File: src/sv/scof_pkg.sv
// scof_pkg: shared types and constants of the sigma clip outlier filter
// holds the command codes, the fetch sequencer states and the payload structs
// no dependencies
package scof_pkg;

   // field widths fixed by the point format
   localparam int COORD_BITS     = 24;
   localparam int LINE_BITS      = 8;
   localparam int FETCH_IDX_BITS = 12;

   // digit width of the shared iterative multiplier
   localparam int MUL_DIGIT_BITS = 8;

   typedef enum logic [1:0] {
      CMD_CLEAR = 2'd0,
      CMD_LOAD  = 2'd1,
      CMD_FETCH = 2'd2
   } cmd_type;

   typedef enum logic [2:0] {
      ST_IDLE,
      ST_READ,
      ST_NSQ,
      ST_S2,
      ST_D2,
      ST_LHS,
      ST_RHS,
      ST_OUT
   } state_type;

   typedef struct packed {
      cmd_type                        cmd;
      logic signed [COORD_BITS-1:0]   point_x;
      logic signed [COORD_BITS-1:0]   point_y;
      logic signed [COORD_BITS-1:0]   point_z;
      logic [LINE_BITS-1:0]           line_id;
      logic [FETCH_IDX_BITS-1:0]      fetch_index;
   } req_type;

   typedef struct packed {
      logic signed [COORD_BITS-1:0]   out_x;
      logic signed [COORD_BITS-1:0]   out_y;
      logic signed [COORD_BITS-1:0]   out_z;
      logic [LINE_BITS-1:0]           out_line;
      logic                           keep;
      logic                           index_valid;
      logic                           overflowed;
   } rsp_type;

   // one stored point as it sits in the point memory
   typedef struct packed {
      logic signed [COORD_BITS-1:0]   x;
      logic signed [COORD_BITS-1:0]   y;
      logic signed [COORD_BITS-1:0]   z;
      logic [LINE_BITS-1:0]           line;
   } point_type;

endpackage

File: src/sv/scof_mul.sv
// scof_mul: iterative unsigned multiplier, one digit of the b operand a cycle
// most significant digit first, result held until the next start
// depends on scof_pkg for the digit width
module scof_mul #(
   parameter int A_W = 88,
   parameter int B_W = 38
) (
   input  logic           clock,
   input  logic           reset,
   input  logic           start,
   input  logic [A_W-1:0] a,
   input  logic [B_W-1:0] b,
   output logic           done,
   output logic [A_W-1:0] product
);

   localparam int DIG    = scof_pkg::MUL_DIGIT_BITS;
   localparam int NDIG   = (B_W + DIG - 1) / DIG;
   localparam int PAD_W  = NDIG * DIG;
   localparam int CNT_W  = (NDIG > 1) ? $clog2(NDIG) : 1;

   logic [A_W-1:0]     a_ff,    a_in;
   logic [PAD_W-1:0]   b_ff,    b_in;
   logic [A_W-1:0]     acc_ff,  acc_in;
   logic [CNT_W-1:0]   cnt_ff,  cnt_in;
   logic               busy_ff, busy_in;
   logic               done_ff, done_in;

   logic [DIG-1:0]     digit;
   logic [A_W+DIG-1:0] part;

   // top digit of the shifting b operand times a
   assign digit = b_ff[PAD_W-1 -: DIG];
   assign part  = (A_W+DIG)'(a_ff) * (A_W+DIG)'(digit);

   // shift-add step and digit count
   always_comb begin
      a_in    = a_ff;
      b_in    = b_ff;
      acc_in  = acc_ff;
      cnt_in  = cnt_ff;
      busy_in = busy_ff;
      done_in = 1'b0;
      if (start) begin
         a_in    = a;
         b_in    = PAD_W'(b);
         acc_in  = '0;
         cnt_in  = CNT_W'(NDIG - 1);
         busy_in = 1'b1;
      end else if (busy_ff) begin
         acc_in = (acc_ff << DIG) + part[A_W-1:0];
         b_in   = b_ff << DIG;
         cnt_in = cnt_ff - CNT_W'(1);
         if (cnt_ff == '0) begin
            busy_in = 1'b0;
            done_in = 1'b1;
         end
      end
   end

   always_ff @(posedge clock) begin
      if (reset) begin
         busy_ff <= 1'b0;
         done_ff <= 1'b0;
      end else begin
         busy_ff <= busy_in;
         done_ff <= done_in;
      end
   end

   always_ff @(posedge clock) begin
      a_ff   <= a_in;
      b_ff   <= b_in;
      acc_ff <= acc_in;
      cnt_ff <= cnt_in;
   end

   assign done    = done_ff;
   assign product = acc_ff;

endmodule

File: config.mk
export PLATFORM = sky130hd
export DESIGN_NAME = scof_mul
export DESIGN_NICKNAME = d
export VERILOG_FILES = /design/src/sv/scof_pkg.sv /design/src/sv/scof_mul.sv
export SDC_FILE = /design/constraint.sdc
export NUM_CORES = 2
export LEC_CHECK = 0
export BUFFER_PORTS_ARGS = -buffer_cell sky130_fd_sc_hd__buf_4
export CORE_MARGIN = 5
export CORE_UTILIZATION = 40
export DETAILED_ROUTE_END_ITERATION = 16
export MAX_ROUTING_LAYER = met4
export PLACE_DENSITY_LB_ADDON = 0.05
export SLEW_MARGIN = 10
export SYNTH_ARGS = -nofsm -noshare
export SYNTH_HDL_FRONTEND = slang
export SYNTH_SLANG_ARGS = --single-unit
File: constraint.sdc
create_clock -name clock -period 6.5 [get_ports clock]
set_clock_uncertainty 0.2 [all_clocks]
set_input_delay 0.975 -clock clock [delete_from_list [all_inputs] [get_ports clock]]
set_output_delay 0.975 -clock clock [all_outputs]
set_load 0.005 [all_outputs]
==> run metrics <==
commonest cells after routing, fill and taps aside 691 x inv_1, 571 x fa_1, 486 x and2_1; worst r2r src b_ff[34]; die width slightly below 300 um; Routed Wire Length 98,190 um; sequential fraction of the synthesis area 18.39%; Yosys Warn Count 0; Mapped Nets 4,093; final core area utilization between 40% and 50%; antenna violations before repair 4; hold-fix buffer count after cts 0; via/cell ratio 5.071; crit path launch type flop; actual slew at the worst max-slew pin a little under 1 ns; Filler cells 7,696; FP Rows 102; share of layout cells above drive strength 1 12.85%; commonest register cell after synthesis edfxtp_1; Post-CTS Setup Inserts 0; final net count 4,323; number of global-route vias before repair roughly 26,000; max_slew headroom 34.12%; Setup crit start b_ff[34]; Final Setup Violations 0; DR DRC count 0; met1 wire length around 45,000 um; DRT Pass-1 Iters 5; Worst EP arrival 6.54 ns; Crit Path Max Fanout 41; DR WL met2 approximately 45,000 um; library cells used by synthesis 81; RSZ-0062 raised after global routing false; H-tree depth 2; CTS Sinks 221; average wire per standard cell 21.40 um; Post-Syn Instances 3,291; max cap viols 0; fin crit share 95.82%; pin count of the biggest net entering global routing 71; Reg2Reg Setup Slack 0.27 ns; grt ovf 0; CTS Buf Count 35; worst skew pair latency 0.58 ns; CTS tree built; CTS max path bufs 3; Syn Std Cell Area 30,920 sq um; FMAX between 0.15 and 0.2 GHz; async set-or-reset flop fraction in the synthesized netlist 0%; Max Slew Vio Count 0; Overall Global Routing Usage between 20% and 30%; gpl congestion 0.9022; Worst setup EP type flop; Layout area overhead 14.59%; first-pass GRT wire length 153,900 um; status completed; Core Footprint 77,080 sq um; Post-Syn Area per Cell 9.396 sq um; Die ar. 82,960 sq um; vias post-DR 23,273; Hold Vio Cnt, Final 0; DRT antenna net count 0; Crit path required time about 6.8 ns; Critical Path End product[81]; Initial Util roughly two fifths; Buffers on Ports 217; r2r endpoint product[81]; Die Y 288.0 um; Post-synth EDFFs 126; initial drt markers 1,401; post-route minimum period 6.228 ns; # IOs 218; setup_tns 0 ns; Hold Path Class flop to flop; Setup Crit Path Kind flop to flop; commonest non-fill, non-tap cell in the layout inv_1; R2R depth 20; Top Layer Used met4; met3 routed WL 5759 um; Final HPWL DP 78,630 um; Worst-path clk slew 0.06 ns; CTS Root Cell clkbuf_16; post-synthesis register bit count 221
through the flow:
stage / setup slack, ns / cell area [sq um] / std cells / hold slack, ns
after CTS: 0.2321 / 35400 / 4588 / 0.2785
after floorplan: 0.5845 / 30920 / 3291 / 0.2487
after global routing: 0.008474 / 35430 / 4589 / 0.2970
final: 0.2719 / 35430 / 4589 / 0.2772
after detailed placement: 0.2728 / 34280 / 4524 / 0.2708
after global placement: 0.3225 / 34280 / 4524 / 0.2650
synth_stat cells (all sizes together), types with 5 or more instances:
| library cell | n | area [sq um] |
|---|---|---|
| nand4 | 48 | 300.3 |
| nor2 | 116 | 435.4 |
| nor3 | 22 | 110.1 |
| and2 | 488 | 3055 |
| a21boi | 5 | 37.54 |
| o22ai | 34 | 212.7 |
| a211oi | 23 | 182.7 |
| nand3b | 6 | 45.04 |
| buf | 23 | 182.7 |
| nand2 | 290 | 1089 |
| o21a | 13 | 97.59 |
| a211o | 6 | 52.55 |
| a31oi | 9 | 56.30 |
| or3 | 8 | 50.05 |
| a21o | 41 | 307.8 |
| nor2b | 5 | 38.78 |
| ha | 102 | 1276 |
| fa | 571 | 11430 |
| nand3 | 28 | 140.1 |
| xor2 | 25 | 219.0 |
| mux2 | 32 | 360.4 |
| inv | 691 | 2594 |
| xnor2 | 49 | 429.2 |
| a21oi | 116 | 580.6 |
| dfxtp | 95 | 1902 |
| and3 | 6 | 37.54 |
| o211ai | 11 | 87.58 |
| clkbuf | 121 | 455.4 |
| o21bai | 15 | 112.6 |
| nand2b | 7 | 43.79 |
| edfxtp | 126 | 3784 |
| mux2i | 20 | 200.2 |
| o31ai | 7 | 57.55 |
| o21ai | 65 | 325.3 |
state kept, by name, indices dropped and copies added (netlist names):
name     count
cnt_ff       3
product     88
b_ff        40
busy_ff      1
a_ff        88
done         1
layout make-up:
type,count,area (sq um),share of cell area [%]
Antenna cell,1,2.502,0.007062
Clock buffer,44,929.6,2.624
Clock inverter,20,188.9,0.5332
Inverter,693,2603,7.345
Multi-Input combinational cell,2231,22010,62.12
Sequential cell,221,5692,16.06
Tap cell,1040,1301,3.672
Timing Repair Buffer,339,2705,7.634
worst min-delay path by stage:
stage	startpoint	end	slack, ns	depth (start not counted)
after floorplan	product[82]	product[82]	0.25	2
after global placement	cnt_ff[1]	cnt_ff[1]	0.27	2
after detailed placement	cnt_ff[1]	cnt_ff[1]	0.27	2
after CTS	cnt_ff[1]	cnt_ff[1]	0.28	2
after global routing	cnt_ff[1]	cnt_ff[1]	0.30	2
final	cnt_ff[1]	cnt_ff[1]	0.28	2
per-layer routing:
layer	vias up	GRT usage, %
met4	0	5.258
li1	10619	-
met5	-	-
met1	11922	34.72
met3	110	4.212
met2	622	38.32
what timing repair did:
item / CTS / global route
setup endpoints to repair: 0 / 4
endpoints found under the hold margin: 0 / 0
gates resized for setup: 0 / 6
worst max-delay path, cell delays in order, from the launching register on:
cell and delay [ns]:
edfxtp_1 0.44, buf_12 0.21, and2_1 0.20, fa_1 0.50, fa_1 0.53, fa_1 0.50
inv_1 0.05, fa_1 0.48, inv_1 0.05, ha_1 0.34, nor3_1 0.07, o311ai_1 0.41
buf_4 0.20, nand4_1 0.11, o2111ai_1 0.30, o2111ai_1 0.17, buf_4 0.16, a211oi_2 0.47
o21ai_1 0.21, or4_1 0.42, nand3_1 0.08
logic make-up (layout without fill, tap and decap cells):
| kind of cell | count (synthesis) | in the layout | synth area share [%] |
|---|---|---|---|
| DFF | 221 | 221 | 18.39 |
| other | 0 | 1 | 0 |
| and+or+nand+nor | 1036 | 1036 | 17.57 |
| buffers and inverters | 839 | 1096 | 10.54 |
| xor gates and xnor gates | 74 | 74 | 2.096 |
| adders and majority gates | 673 | 673 | 41.10 |
| AOI/OAI and AO/OA | 396 | 396 | 8.502 |
| muxes | 52 | 52 | 1.813 |
Power is not shown: default switching activity piles up to over one toggle a cycle in this logic, so the estimate is an artifact.
